<file path="config.mk">
export PLATFORM = sky130hd
export DESIGN_NAME = audio_format_descriptor_parser_flat
export DESIGN_NICKNAME = d
export VERILOG_FILES = /design/src/rtl/core/afdp_pkg.sv /design/src/rtl/core/afdp_in_if.sv /design/src/rtl/core/afdp_out_if.sv /design/src/rtl/core/afdp_ctrl.sv /design/src/rtl/core/afdp_dp.sv /design/src/rtl/core/audio_format_descriptor_parser.sv /design/src/flat_wrapper.sv
export VERILOG_INCLUDE_DIRS = /design/src /design/src/rtl/core
export SDC_FILE = /design/constraint.sdc
export NUM_CORES = 2
export LEC_CHECK = 0
export BUFFER_PORTS_ARGS = -buffer_cell sky130_fd_sc_hd__buf_2
export CAP_MARGIN = 20
export CORE_ASPECT_RATIO = 0.5
export CORE_MARGIN = 5
export CORE_UTILIZATION = 30
export DETAILED_ROUTE_END_ITERATION = 6
export REMOVE_ABC_BUFFERS = 1
export SLEW_MARGIN = 20
export SYNTH_ARGS = -nofsm -noshare
export SYNTH_HDL_FRONTEND = slang
export SYNTH_SLANG_ARGS = --single-unit
</file>
<file path="constraint.sdc">
create_clock -name clk -period 8 [get_ports clk]
set_clock_uncertainty 0.2 [all_clocks]
set_input_delay 1.6 -clock clk [delete_from_list [all_inputs] [get_ports clk]]
set_output_delay 1.6 -clock clk [all_outputs]
set_load 0.01 [all_outputs]
</file>
<file path="src/rtl/core/audio_format_descriptor_parser_macros.svh">
// Assertion helpers shared by the parser RTL.
`ifndef AUDIO_FORMAT_DESCRIPTOR_PARSER_MACROS_SVH
`define AUDIO_FORMAT_DESCRIPTOR_PARSER_MACROS_SVH

`ifndef SYNTHESIS

// Same-cycle implication, checked outside reset.
`define AFDP_ASSERT_NOW(label, clk, rst, ante, cons) \
  label: assert property (@(posedge clk) disable iff (rst) (ante) |-> (cons)) \
    else $error("afdp same-cycle check failed");

// Next-cycle implication, checked outside reset.
`define AFDP_ASSERT_NEXT(label, clk, rst, ante, cons) \
  label: assert property (@(posedge clk) disable iff (rst) (ante) |=> (cons)) \
    else $error("afdp next-cycle check failed");

`else

`define AFDP_ASSERT_NOW(label, clk, rst, ante, cons)
`define AFDP_ASSERT_NEXT(label, clk, rst, ante, cons)

`endif

`endif

</file>
<file path="src/rtl/core/afdp_pkg.sv">
`default_nettype none
package afdp_pkg;

  typedef enum logic [2:0] {
    ST_IDLE,
    ST_DECIDE,
    ST_MUL,
    ST_CMP,
    ST_FINISH
  } state_t;

  typedef enum logic [1:0] {
    SRC_DESC    = 2'd0,
    SRC_INFER   = 2'd1,
    SRC_DEFAULT = 2'd2
  } src_t;

  typedef enum logic [1:0] {
    PICK_NONE,
    PICK_DESC,
    PICK_INFER,
    PICK_DEFAULT
  } pick_t;

  typedef struct packed {
    logic  take;
    logic  prep;
    logic  mul;
    logic  step;
    pick_t pick;
    logic  load_out;
    logic  clear;
  } cmd_t;

  typedef struct packed {
    logic found_nz;
    logic kept_zero;
    logic match;
    logic idx_last;
  } status_t;

  localparam logic [7:0]  AUDIO_CS_TYPE  = 8'h24;
  localparam logic [7:0]  FORMAT_SUBTYPE = 8'h02;
  localparam logic [7:0]  FORMAT_TYPE_I  = 8'h01;
  localparam logic [7:0]  MIN_DESC_LEN   = 8'd2;
  localparam logic [7:0]  FMT_MIN_LEN    = 8'd8;

  localparam logic [7:0]  OFF_LENGTH     = 8'd0;
  localparam logic [7:0]  OFF_TYPE       = 8'd1;
  localparam logic [7:0]  OFF_SUBTYPE    = 8'd2;
  localparam logic [7:0]  OFF_FORMAT     = 8'd3;
  localparam logic [7:0]  OFF_CHANNELS   = 8'd4;
  localparam logic [7:0]  OFF_SUBFRAME   = 8'd5;
  localparam logic [7:0]  OFF_FREQ_COUNT = 8'd7;
  localparam logic [7:0]  OFF_FREQ_LIST  = 8'd8;

  localparam logic [21:0] FRAME_DIV      = 22'd1000;
  localparam logic [24:0] UFRAME_DIV     = 25'd8000;
  localparam logic [23:0] DEFAULT_RATE   = 24'd48000;
  localparam logic [2:0]  LAST_RATE_IDX  = 3'd7;

  function automatic logic [18:0] std_rate(input logic [2:0] idx);
    logic [18:0] r;
    case (idx)
      3'd0:    r = 19'd44100;
      3'd1:    r = 19'd48000;
      3'd2:    r = 19'd88200;
      3'd3:    r = 19'd96000;
      3'd4:    r = 19'd176400;
      3'd5:    r = 19'd192000;
      3'd6:    r = 19'd352800;
      3'd7:    r = 19'd384000;
      default: r = 19'd48000;
    endcase
    return r;
  endfunction

endpackage
`default_nettype wire

</file>
<file path="src/rtl/core/afdp_in_if.sv">
`default_nettype none
interface afdp_in_if;
  logic       valid;
  logic       ready;
  logic [7:0] desc_byte;
  logic       last_byte;

  modport source (output valid, output desc_byte, output last_byte, input ready);
  modport sink   (input valid, input desc_byte, input last_byte, output ready);
endinterface
`default_nettype wire

</file>
<file path="src/rtl/core/afdp_out_if.sv">
`default_nettype none
interface afdp_out_if;
  logic        valid;
  logic        ready;
  logic [23:0] sample_rate;
  logic [7:0]  channel_count;
  logic [7:0]  subframe_bytes;
  logic [1:0]  rate_source;

  modport source (
    output valid, output sample_rate, output channel_count,
    output subframe_bytes, output rate_source, input ready
  );
  modport sink (
    input valid, input sample_rate, input channel_count,
    input subframe_bytes, input rate_source, output ready
  );
endinterface
`default_nettype wire

</file>
<file path="src/rtl/core/afdp_ctrl.sv">
`default_nettype none
module afdp_ctrl (
  input  wire logic              clk,
  input  wire logic              rst,
  input  wire logic              in_valid,
  input  wire logic              in_last,
  output logic                   in_ready,
  input  wire logic              out_ready,
  output logic                   out_valid,
  input  wire afdp_pkg::status_t status,
  output afdp_pkg::cmd_t         cmd
);
  import afdp_pkg::*;

  state_t state;
  state_t state_next;
  logic   out_valid_next;

  always_ff @(posedge clk) begin
    if (rst) begin
      state     <= ST_IDLE;
      out_valid <= 1'b0;
    end else begin
      state     <= state_next;
      out_valid <= out_valid_next;
    end
  end

  always_comb begin
    state_next = state;
    in_ready   = 1'b0;
    cmd        = '0;
    cmd.pick   = PICK_NONE;
    case (state)
      ST_IDLE: begin
        in_ready = 1'b1;
        cmd.take = in_valid;
        if (in_valid && in_last) begin
          state_next = ST_DECIDE;
        end
      end
      ST_DECIDE: begin
        cmd.prep = 1'b1;
        if (status.found_nz) begin
          cmd.pick   = PICK_DESC;
          state_next = ST_FINISH;
        end else if (status.kept_zero) begin
          cmd.pick   = PICK_DEFAULT;
          state_next = ST_FINISH;
        end else begin
          state_next = ST_MUL;
        end
      end
      ST_MUL: begin
        cmd.mul    = 1'b1;
        state_next = ST_CMP;
      end
      ST_CMP: begin
        if (status.match) begin
          cmd.pick   = PICK_INFER;
          state_next = ST_FINISH;
        end else if (status.idx_last) begin
          cmd.pick   = PICK_DEFAULT;
          state_next = ST_FINISH;
        end else begin
          cmd.step   = 1'b1;
          state_next = ST_MUL;
        end
      end
      ST_FINISH: begin
        // Wait here only if the previous result has not been taken yet.
        if (!out_valid || out_ready) begin
          cmd.load_out = 1'b1;
          cmd.clear    = 1'b1;
          state_next   = ST_IDLE;
        end
      end
      default: begin
        state_next = ST_IDLE;
      end
    endcase
  end

  always_comb begin
    if (cmd.load_out) begin
      out_valid_next = 1'b1;
    end else if (out_ready) begin
      out_valid_next = 1'b0;
    end else begin
      out_valid_next = out_valid;
    end
  end

endmodule
`default_nettype wire

</file>
<file path="src/rtl/core/afdp_dp.sv">
`default_nettype none
module afdp_dp (
  input  wire logic           clk,
  input  wire logic           rst,
  input  wire logic           cfg_we,
  input  wire logic [11:0]    cfg_wdata,
  input  wire logic [7:0]     desc_byte,
  input  wire afdp_pkg::cmd_t cmd,
  output afdp_pkg::status_t   status,
  output logic [23:0]         sample_rate,
  output logic [7:0]          channel_count,
  output logic [7:0]          subframe_bytes,
  output logic [1:0]          rate_source
);
  import afdp_pkg::*;

  logic [11:0] packet_size;

  // Descriptor walk state.
  logic [7:0]  off,   off_next;
  logic [7:0]  dlen,  dlen_next;
  logic        halted, halted_next;
  logic        hdr,   hdr_next;
  logic [7:0]  pch,   pch_next;
  logic [7:0]  psub,  psub_next;
  logic [7:0]  pcnt,  pcnt_next;
  logic [23:0] prate, prate_next;
  logic [23:0] found, found_next;
  logic [7:0]  kch,   kch_next;
  logic [7:0]  ksub,  ksub_next;

  // Rate search.
  logic [15:0] chsub;
  logic [21:0] lo_frame, hi_frame;
  logic [24:0] lo_uframe, hi_uframe;
  logic [34:0] prod;
  logic [2:0]  idx;
  logic [12:0] ps_inc;

  logic [23:0] res_rate;
  src_t        res_src;

  logic [9:0]  off_ext;
  logic [9:0]  list_start;
  logic [9:0]  byte_pos;
  logic [9:0]  list_end;
  logic        in_list;
  logic        desc_done;

  always_comb begin
    off_ext    = {2'b00, off};
    list_start = {2'b00, pcnt} + {1'b0, pcnt, 1'b0} + 10'd5;
    byte_pos   = off_ext - list_start;
    in_list    = (off >= OFF_FREQ_LIST) && (pcnt != 8'd0) &&
                 (off_ext >= list_start) && (byte_pos < 10'd3);
  end

  always_comb begin
    off_next    = off;
    dlen_next   = dlen;
    halted_next = halted;
    hdr_next    = hdr;
    pch_next    = pch;
    psub_next   = psub;
    pcnt_next   = pcnt;
    prate_next  = prate;
    found_next  = found;
    kch_next    = kch;
    ksub_next   = ksub;
    desc_done   = 1'b0;
    list_end    = '0;
    if (cmd.clear) begin
      off_next    = '0;
      dlen_next   = '0;
      halted_next = 1'b0;
      hdr_next    = 1'b0;
      pch_next    = '0;
      psub_next   = '0;
      pcnt_next   = '0;
      prate_next  = '0;
      found_next  = '0;
    end else if (cmd.take && !halted) begin
      if (off == OFF_LENGTH && desc_byte < MIN_DESC_LEN) begin
        halted_next = 1'b1;
      end else begin
        if (off == OFF_LENGTH) begin
          dlen_next  = desc_byte;
          hdr_next   = 1'b0;
          prate_next = '0;
          pcnt_next  = '0;
        end else if (off == OFF_TYPE) begin
          hdr_next = (desc_byte == AUDIO_CS_TYPE);
        end else if (off == OFF_SUBTYPE) begin
          hdr_next = hdr && (desc_byte == FORMAT_SUBTYPE);
        end else if (off == OFF_FORMAT) begin
          hdr_next = hdr && (desc_byte == FORMAT_TYPE_I);
        end else if (off == OFF_CHANNELS) begin
          pch_next = desc_byte;
        end else if (off == OFF_SUBFRAME) begin
          psub_next = desc_byte;
        end else if (off == OFF_FREQ_COUNT) begin
          pcnt_next = desc_byte;
        end else if (in_list) begin
          case (byte_pos[1:0])
            2'd0:    prate_next[7:0]   = prate[7:0]   | desc_byte;
            2'd1:    prate_next[15:8]  = prate[15:8]  | desc_byte;
            2'd2:    prate_next[23:16] = prate[23:16] | desc_byte;
            default: prate_next        = prate;
          endcase
        end

        desc_done = ({1'b0, off} + 9'd1) >= {1'b0, dlen_next};
        list_end  = {2'b00, pcnt_next} + {1'b0, pcnt_next, 1'b0} + 10'd8;
        if (desc_done) begin
          off_next = '0;
          if (hdr_next && dlen_next >= FMT_MIN_LEN) begin
            kch_next  = pch_next;
            ksub_next = psub_next;
            // The rate counts only when the whole frequency list fits.
            if (pcnt_next != 8'd0 && {2'b00, dlen_next} >= list_end) begin
              found_next = prate_next;
            end
          end
        end else begin
          off_next = off + 8'd1;
        end
      end
    end
  end

  always_ff @(posedge clk) begin
    if (rst) begin
      packet_size <= '0;
      off         <= '0;
      dlen        <= '0;
      halted      <= 1'b0;
      hdr         <= 1'b0;
      pch         <= '0;
      psub        <= '0;
      pcnt        <= '0;
      prate       <= '0;
      found       <= '0;
      kch         <= 8'd2;
      ksub        <= 8'd2;
    end else begin
      if (cfg_we) begin
        packet_size <= cfg_wdata;
      end
      off    <= off_next;
      dlen   <= dlen_next;
      halted <= halted_next;
      hdr    <= hdr_next;
      pch    <= pch_next;
      psub   <= psub_next;
      pcnt   <= pcnt_next;
      prate  <= prate_next;
      found  <= found_next;
      kch    <= kch_next;
      ksub   <= ksub_next;
    end
  end

  assign ps_inc = {1'b0, packet_size} + 13'd1;

  // A product p gives p / d == packet_size exactly when
  // packet_size * d <= p < (packet_size + 1) * d.
  always_ff @(posedge clk) begin
    if (cmd.prep) begin
      chsub     <= {8'd0, kch} * {8'd0, ksub};
      lo_frame  <= {10'd0, packet_size} * FRAME_DIV;
      hi_frame  <= {9'd0, ps_inc} * FRAME_DIV;
      lo_uframe <= {13'd0, packet_size} * UFRAME_DIV;
      hi_uframe <= {12'd0, ps_inc} * UFRAME_DIV;
      idx       <= '0;
    end else if (cmd.step) begin
      idx <= idx + 3'd1;
    end
    if (cmd.mul) begin
      prod <= {16'd0, std_rate(idx)} * {19'd0, chsub};
    end
    case (cmd.pick)
      PICK_DESC: begin
        res_rate <= found;
        res_src  <= SRC_DESC;
      end
      PICK_INFER: begin
        res_rate <= {5'd0, std_rate(idx)};
        res_src  <= SRC_INFER;
      end
      PICK_DEFAULT: begin
        res_rate <= DEFAULT_RATE;
        res_src  <= SRC_DEFAULT;
      end
      default: begin
        res_rate <= res_rate;
        res_src  <= res_src;
      end
    endcase
    if (cmd.load_out) begin
      sample_rate    <= res_rate;
      channel_count  <= kch;
      subframe_bytes <= ksub;
      rate_source    <= res_src;
    end
  end

  always_comb begin
    status.found_nz  = (found != 24'd0);
    status.kept_zero = (kch == 8'd0) || (ksub == 8'd0);
    status.match     = ((prod >= {13'd0, lo_frame}) && (prod < {13'd0, hi_frame})) ||
                       ((prod >= {10'd0, lo_uframe}) && (prod < {10'd0, hi_uframe}));
    status.idx_last  = (idx == LAST_RATE_IDX);
  end

endmodule
`default_nettype wire

</file>
<file path="src/rtl/core/audio_format_descriptor_parser.sv">
// Channel   Dir   Payload                                                 Beat when
// desc      in    desc_byte[7:0], last_byte                               valid && ready
// result    out   sample_rate[23:0], channel_count[7:0],
//                 subframe_bytes[7:0], rate_source[1:0]                   valid && ready
// cfg       in    cfg_wdata[11:0] (packet size)                           cfg_we
//
// Ordinary descriptor bytes are taken one per cycle.
// After a last byte, desc.ready stays low through the decide and finish states
// for a rate from a descriptor or the default, and also through the packet-size
// search: a multiply and a compare step for each of the eight standard rates tried.
// A finished result sits in an output register; a new stream can start while it
// waits, and only the next stream's result holds off until it is taken.
// Reset is synchronous; channel count and subframe size reset to 2 and persist
// across streams, while the walk state clears after each result.
`default_nettype none
`include "audio_format_descriptor_parser_macros.svh"
module audio_format_descriptor_parser (
  input  wire logic        clk,
  input  wire logic        rst,
  input  wire logic        cfg_we,
  input  wire logic [11:0] cfg_wdata,
  afdp_in_if.sink          desc,
  afdp_out_if.source       result
);
  import afdp_pkg::*;

  cmd_t    cmd;
  status_t status;

  afdp_ctrl u_ctrl (
    .clk       (clk),
    .rst       (rst),
    .in_valid  (desc.valid),
    .in_last   (desc.last_byte),
    .in_ready  (desc.ready),
    .out_ready (result.ready),
    .out_valid (result.valid),
    .status    (status),
    .cmd       (cmd)
  );

  afdp_dp u_dp (
    .clk            (clk),
    .rst            (rst),
    .cfg_we         (cfg_we),
    .cfg_wdata      (cfg_wdata),
    .desc_byte      (desc.desc_byte),
    .cmd            (cmd),
    .status         (status),
    .sample_rate    (result.sample_rate),
    .channel_count  (result.channel_count),
    .subframe_bytes (result.subframe_bytes),
    .rate_source    (result.rate_source)
  );

  `AFDP_ASSERT_NEXT(a_last_blocks_input, clk, rst, desc.valid && desc.ready && desc.last_byte, !desc.ready)
  `AFDP_ASSERT_NOW(a_desc_rate_nonzero, clk, rst, result.valid && result.rate_source == SRC_DESC, result.sample_rate != 24'd0)
  `AFDP_ASSERT_NOW(a_default_rate, clk, rst, result.valid && result.rate_source == SRC_DEFAULT, result.sample_rate == DEFAULT_RATE)

endmodule
`default_nettype wire
</file>
<file path="src/flat_wrapper.sv">
// flat-port wrapper written by rule: the top's interface ports become plain ports
module audio_format_descriptor_parser_flat import afdp_pkg::*;
  (clk, rst, cfg_we, cfg_wdata, desc_valid, desc_desc_byte, desc_last_byte, desc_ready, result_valid, result_sample_rate, result_channel_count, result_subframe_bytes, result_rate_source, result_ready);
  afdp_in_if desc_i ();
  afdp_out_if result_i ();
  input  wire logic clk;
  input  wire logic rst;
  input  wire logic cfg_we;
  input  wire logic [11:0] cfg_wdata;
  input wire logic [$bits(desc_i.valid)-1:0] desc_valid;
  input wire logic [$bits(desc_i.desc_byte)-1:0] desc_desc_byte;
  input wire logic [$bits(desc_i.last_byte)-1:0] desc_last_byte;
  output wire logic [$bits(desc_i.ready)-1:0] desc_ready;
  output wire logic [$bits(result_i.valid)-1:0] result_valid;
  output wire logic [$bits(result_i.sample_rate)-1:0] result_sample_rate;
  output wire logic [$bits(result_i.channel_count)-1:0] result_channel_count;
  output wire logic [$bits(result_i.subframe_bytes)-1:0] result_subframe_bytes;
  output wire logic [$bits(result_i.rate_source)-1:0] result_rate_source;
  input wire logic [$bits(result_i.ready)-1:0] result_ready;
  assign desc_i.valid = desc_valid;
  assign desc_i.desc_byte = desc_desc_byte;
  assign desc_i.last_byte = desc_last_byte;
  assign desc_ready = desc_i.ready;
  assign result_valid = result_i.valid;
  assign result_sample_rate = result_i.sample_rate;
  assign result_channel_count = result_i.channel_count;
  assign result_subframe_bytes = result_i.subframe_bytes;
  assign result_rate_source = result_i.rate_source;
  assign result_i.ready = result_ready;
  audio_format_descriptor_parser u_core (.clk(clk), .rst(rst), .cfg_we(cfg_we), .cfg_wdata(cfg_wdata), .desc(desc_i), .result(result_i));
endmodule
</file>
==> results_tabular.tex <==
\begin{tabular}{lr}
\hline
Metric & Value \\
\hline
\multicolumn{2}{l}{\textbf{STA}} \\
\quad Number of hold violations in the final report & 0 \\
\quad Highest attainable clock frequency & 139 MHz \\
\quad Minimum clock period after layout & 7.18 ns \\
\quad RSZ-0062 raised after global routing & no \\
\quad Total count of max-transition violations in the final report & 0 \\
\quad Setup\_tns & 0 ns \\
\quad Actual transition at the worst max-transition pin & 1.08 ns \\
\quad Final number of setup-violating endpoints & 0 \\
\quad Share of the cycle needed by the critical path after routing & 89.8\% \\
\quad Worst rel slew slack & 27.7\% \\
\multicolumn{2}{l}{\textbf{Floorplanning}} \\
\quad Core footprint & 0.0958 mm² \\
\quad DIE AREA & 0.104 mm² \\
\quad Initial standard-cell utilization of the core & 30.4\% \\
\quad Num ports & 70 \\
\quad Num rows & 80 \\
\quad Vertical die dimension & 230 µm \\
\quad Horizontal extent of the die & 451 µm \\
\multicolumn{2}{l}{\textbf{Clock tree}} \\
\quad Clock Pin Slew Worst Setup and Hold Paths & 0.06 ns \\
\quad \# Post-CTS Setup Buffers & 0 \\
\quad Root buffer cell & sky130\_fd\_sc\_hd\_\_clkbuf\_16 \\
\quad CTS H-tree depth & 2 \\
\quad Post-CTS sizing & 0 \\
\quad Insertion delay of the later-clocked pin in the worst-skew pair & 0.57 ns \\
\quad TritonCTS buffer count & 35 \\
\quad Number of buffers added to fix hold violations after cts & 0 \\
\quad Clock sink count & 296 \\
\quad Clock tree buffer depth & 3 \\
\quad CTS tree & yes \\
\multicolumn{2}{l}{\textbf{Worst setup path}} \\
\quad Worst-path fanout max & 17 \\
\quad Startpoint Class & flop \\
\quad Worst Path Buf+Inv & 3 \\
\quad Dominant delay contributor by cell family on the critical path & adder cells \\
\quad Critical-path cell list & nand2\_1, fa\_1, inv\_1, fa\_1, fa\_1, fa\_1, fa\_1, inv\_1, fa\_1, inv\_1, ha\_1, a211oi\_1, o21bai\_1, a211oi\_1, o211ai\_1, a211o\_1, and4\_1, o31ai\_1, o21bai\_1, a21oi\_1, xnor2\_1 \\
\quad Slowest stage cell on the critical path & sky130\_fd\_sc\_hd\_\_dfxtp\_1 \\
\quad Worst Path Required & 8.09 ns \\
\quad Path depth of the worst reg2reg path & 21 \\
\quad Crit Reg-Reg Endpoint & u\_core.u\_dp.prod[34] \\
\quad Minimum setup slack among reg-to-reg paths & 0.82 ns \\
\quad Most numerous cell on the critical path & sky130\_fd\_sc\_hd\_\_fa\_1 \\
\quad Delay contributed by the slowest stage of the critical path & 0.80 ns \\
\quad Signal arrival time at the worst endpoint & 7.27 ns \\
\quad Endpoint type of the worst setup path & flop \\
\quad Worst Path Class, Setup & flop to flop \\
\multicolumn{2}{l}{\textbf{Yosys}} \\
\quad Seq/Total Area, Yosys & 25.7\% \\
\quad Most area-hungry cell type in the Yosys netlist & sky130\_fd\_sc\_hd\_\_fa\_1 \\
\quad Cell types with the largest area share after synthesis & sky130\_fd\_sc\_hd\_\_fa\_1, sky130\_fd\_sc\_hd\_\_edfxtp\_1, sky130\_fd\_sc\_hd\_\_ha\_1 \\
\quad Post-synthesis area per instance & 9.80 µm² \\
\quad Most used DFF post-synth & sky130\_fd\_sc\_hd\_\_edfxtp\_1 \\
\quad Yosys reg bits & 296 \\
\quad Synthesis warning total & 0 \\
\quad Distinct cell type count after synthesis & 79 \\
\quad Most frequent cells after synthesis & sky130\_fd\_sc\_hd\_\_inv\_1, sky130\_fd\_sc\_hd\_\_ha\_1, sky130\_fd\_sc\_hd\_\_fa\_1, sky130\_fd\_sc\_hd\_\_nand2\_1, sky130\_fd\_sc\_hd\_\_and2\_1 \\
\quad Post-synthesis instance area & 0.0291 mm² \\
\quad Fraction of registers with async set/reset & 0\% \\
\quad EDFF count, synth & 155 \\
\quad Post-Synthesis Cells & 2974 \\
\quad Most numerous cell in the Yosys netlist & sky130\_fd\_sc\_hd\_\_inv\_1 \\
\quad Area share of the largest cell type after synthesis & 22.4\% \\
\multicolumn{2}{l}{\textbf{Finish}} \\
\quad Post-layout net count & 3715 \\
\quad Fraction of final layout cells with drive strength greater than 1 & 6.03\% \\
\quad Fill cell instance count of the final layout & 9688 \\
\quad Area growth from synthesis to layout & 9.47\% \\
\multicolumn{2}{l}{\textbf{Pwr}} \\
\quad Leakage & 0.0149 µW \\
\quad Total power consumption of the routed design & 6190 µW \\
\quad Power per standard cell area & 194 mW/mm² \\
\quad Worst ir drop on vdd & 0.000184 V \\
\multicolumn{2}{l}{\textbf{Routing}} \\
\quad DR vias & 20.4k \\
\quad Routed via count divided by cell count & 4.75 \\
\quad Wire per inst & 15.9 µm \\
\quad Residual DRC count & 0 \\
\quad First-pass detailed-route iteration total & 7 \\
\quad Antenna-violating nets left & 0 \\
\quad Routed wire length & 68.0 mm \\
\quad First DRT Iteration DRCs & 1064 \\
\multicolumn{2}{l}{\textbf{Placed design}} \\
\quad Routability congestion estimate from global placement & 0.873 \\
\quad Number of buffers added on ports & 69 \\
\quad Sum of net half-perimeters after detailed placement & 54.3 mm \\
\multicolumn{2}{l}{\textbf{Min path}} \\
\quad Hold path endpoint & u\_core.u\_dp.sample\_rate[5] \\
\quad Hold\_sp & u\_core.u\_dp.res\_rate[5] \\
\quad Type of the most critical hold path & flop to flop \\
\quad Hold Crit Depth & 0 \\
\multicolumn{2}{l}{\textbf{GRT}} \\
\quad Vias in the first global route & 21.3k \\
\quad Initial antenna violation count & 0 \\
\quad GRT Overall Usage & 13.2\% \\
\quad Global-route wire length before repair & 113 mm \\
\quad GRT overflow & 0 \\
\quad Maximum number of pins on one net before global-route repair & 76 \\
\multicolumn{2}{l}{\textbf{Job}} \\
\quad Reported max-cap violation count & 0 \\
\multicolumn{2}{l}{\textbf{Outcome}} \\
\quad Status & complete, no violations \\
\hline
\end{tabular}
state kept, by name, summed over array words and instances (netlist names), 3 cells and up, named ones only:
signal	count
u_core.u_dp.prod	33
u_core.u_dp.found	24
u_core.u_dp.prate	24
u_core.u_dp.res_rate	24
u_core.u_dp.sample_rate	24
u_core.u_dp.hi_uframe	19
u_core.u_dp.lo_frame	19
u_core.u_dp.chsub	16
u_core.u_dp.packet_size	12
u_core.u_dp.channel_count	8
u_core.u_dp.dlen	8
u_core.u_dp.kch	8
u_core.u_dp.ksub	8
u_core.u_dp.off	8
u_core.u_dp.pch	8
u_core.u_dp.pcnt	8
u_core.u_dp.psub	8
u_core.u_dp.subframe_bytes	8
u_core.u_ctrl.state	3
u_core.u_dp.idx	3
cells by family (layout without fill, tap and decap cells):
| kind of cell | Yosys count | count (layout) | synth area share [%] |
|---|---|---|---|
| compound gates | 415 | 415 | 9.65 |
| xor+xnor | 106 | 106 | 3.19 |
| fa+ha+maj | 698 | 698 | 38.4 |
| buf+inv | 594 | 637 | 7.82 |
| flops | 296 | 296 | 25.7 |
| mux | 45 | 45 | 1.55 |
| other cells | 0 | 1 | 0 |
| simple gates | 820 | 820 | 13.7 |
cell type report:
cell class,instances,area (µm²),area share [%]
tap,1271,1590,4.99
clock inverter,20,186,0.585
inverter,486,1820,5.72
multi-input combinational,2084,19400,60.8
sequential,296,7480,23.4
antenna,1,2.50,0.00785
clock buffer,43,926,2.90
timing repair buffer,88,488,1.53
layout by cell type, fill, tap and decap left out, drive strengths merged, types with 11 or more instances in the layout:
cell	synthesis	routed
edfxtp	155	155
nand2	329	329
dfxtp	141	141
or2	12	12
nor2	129	129
o21ai	43	43
ha	372	372
a22o	11	11
buf	13	88
nor2b	18	18
a21oi	145	145
and2	161	161
nor4	20	20
a211oi	31	31
nand4	19	19
nand3	44	44
fa	326	326
mux2i	45	45
a21o	58	58
inv	486	490
xor2	35	35
o2bb2ai	19	19
xnor2	71	71
and3	12	12
clkbuf	95	43
nor3	29	29
o21bai	20	20
clkinv	0	13
worst max path at each step:
stage,from,endpoint,slack [ns],cells after the start
global route,flop,u_core.u_dp.prod[34],0.38,22
CTS,flop,u_core.u_dp.prod[34],0.85,21
global placement,flop,u_core.u_dp.prod[34],0.99,21
detailed placement,flop,u_core.u_dp.prod[34],0.88,21
floorplan,u_core.u_dp.chsub[14],u_core.u_dp.prod[34],1.43,22
finish,flop,u_core.u_dp.prod[34],0.82,21
metal layers:
metal | routed length, µm | track usage (%)
met5 | 0 | 0
met4 | 1670 | 3.44
met3 | 2860 | 1.65
met2 | 31900 | 22.5
met1 | 31600 | 17.9
power by group:
part	switching (µW)	internal, µW	total [µW]
Clock	674	901	1580
Sequential	57.6	1780	1830
Combinational	1590	1190	2780
metrics by stage:
stage | instance area (µm²) | hold slack, ns | setup WS [ns] | utilization (%) | std cells
2_1_floorplan | 28700 | 0.200 | 1.43 | - | 2866
3_3_place_gp | 30800 | 0.204 | 0.993 | 32.1 | 4225
3_5_place_dp | 30800 | 0.206 | 0.878 | 32.1 | 4225
4_1_cts | 31900 | 0.216 | 0.849 | 33.3 | 4288
5_1_grt | 31900 | 0.232 | 0.383 | 33.3 | 4288
6_report | 31900 | 0.215 | 0.818 | 33.3 | 4289
No activity file was read; power rests on OpenSTA's default activity.
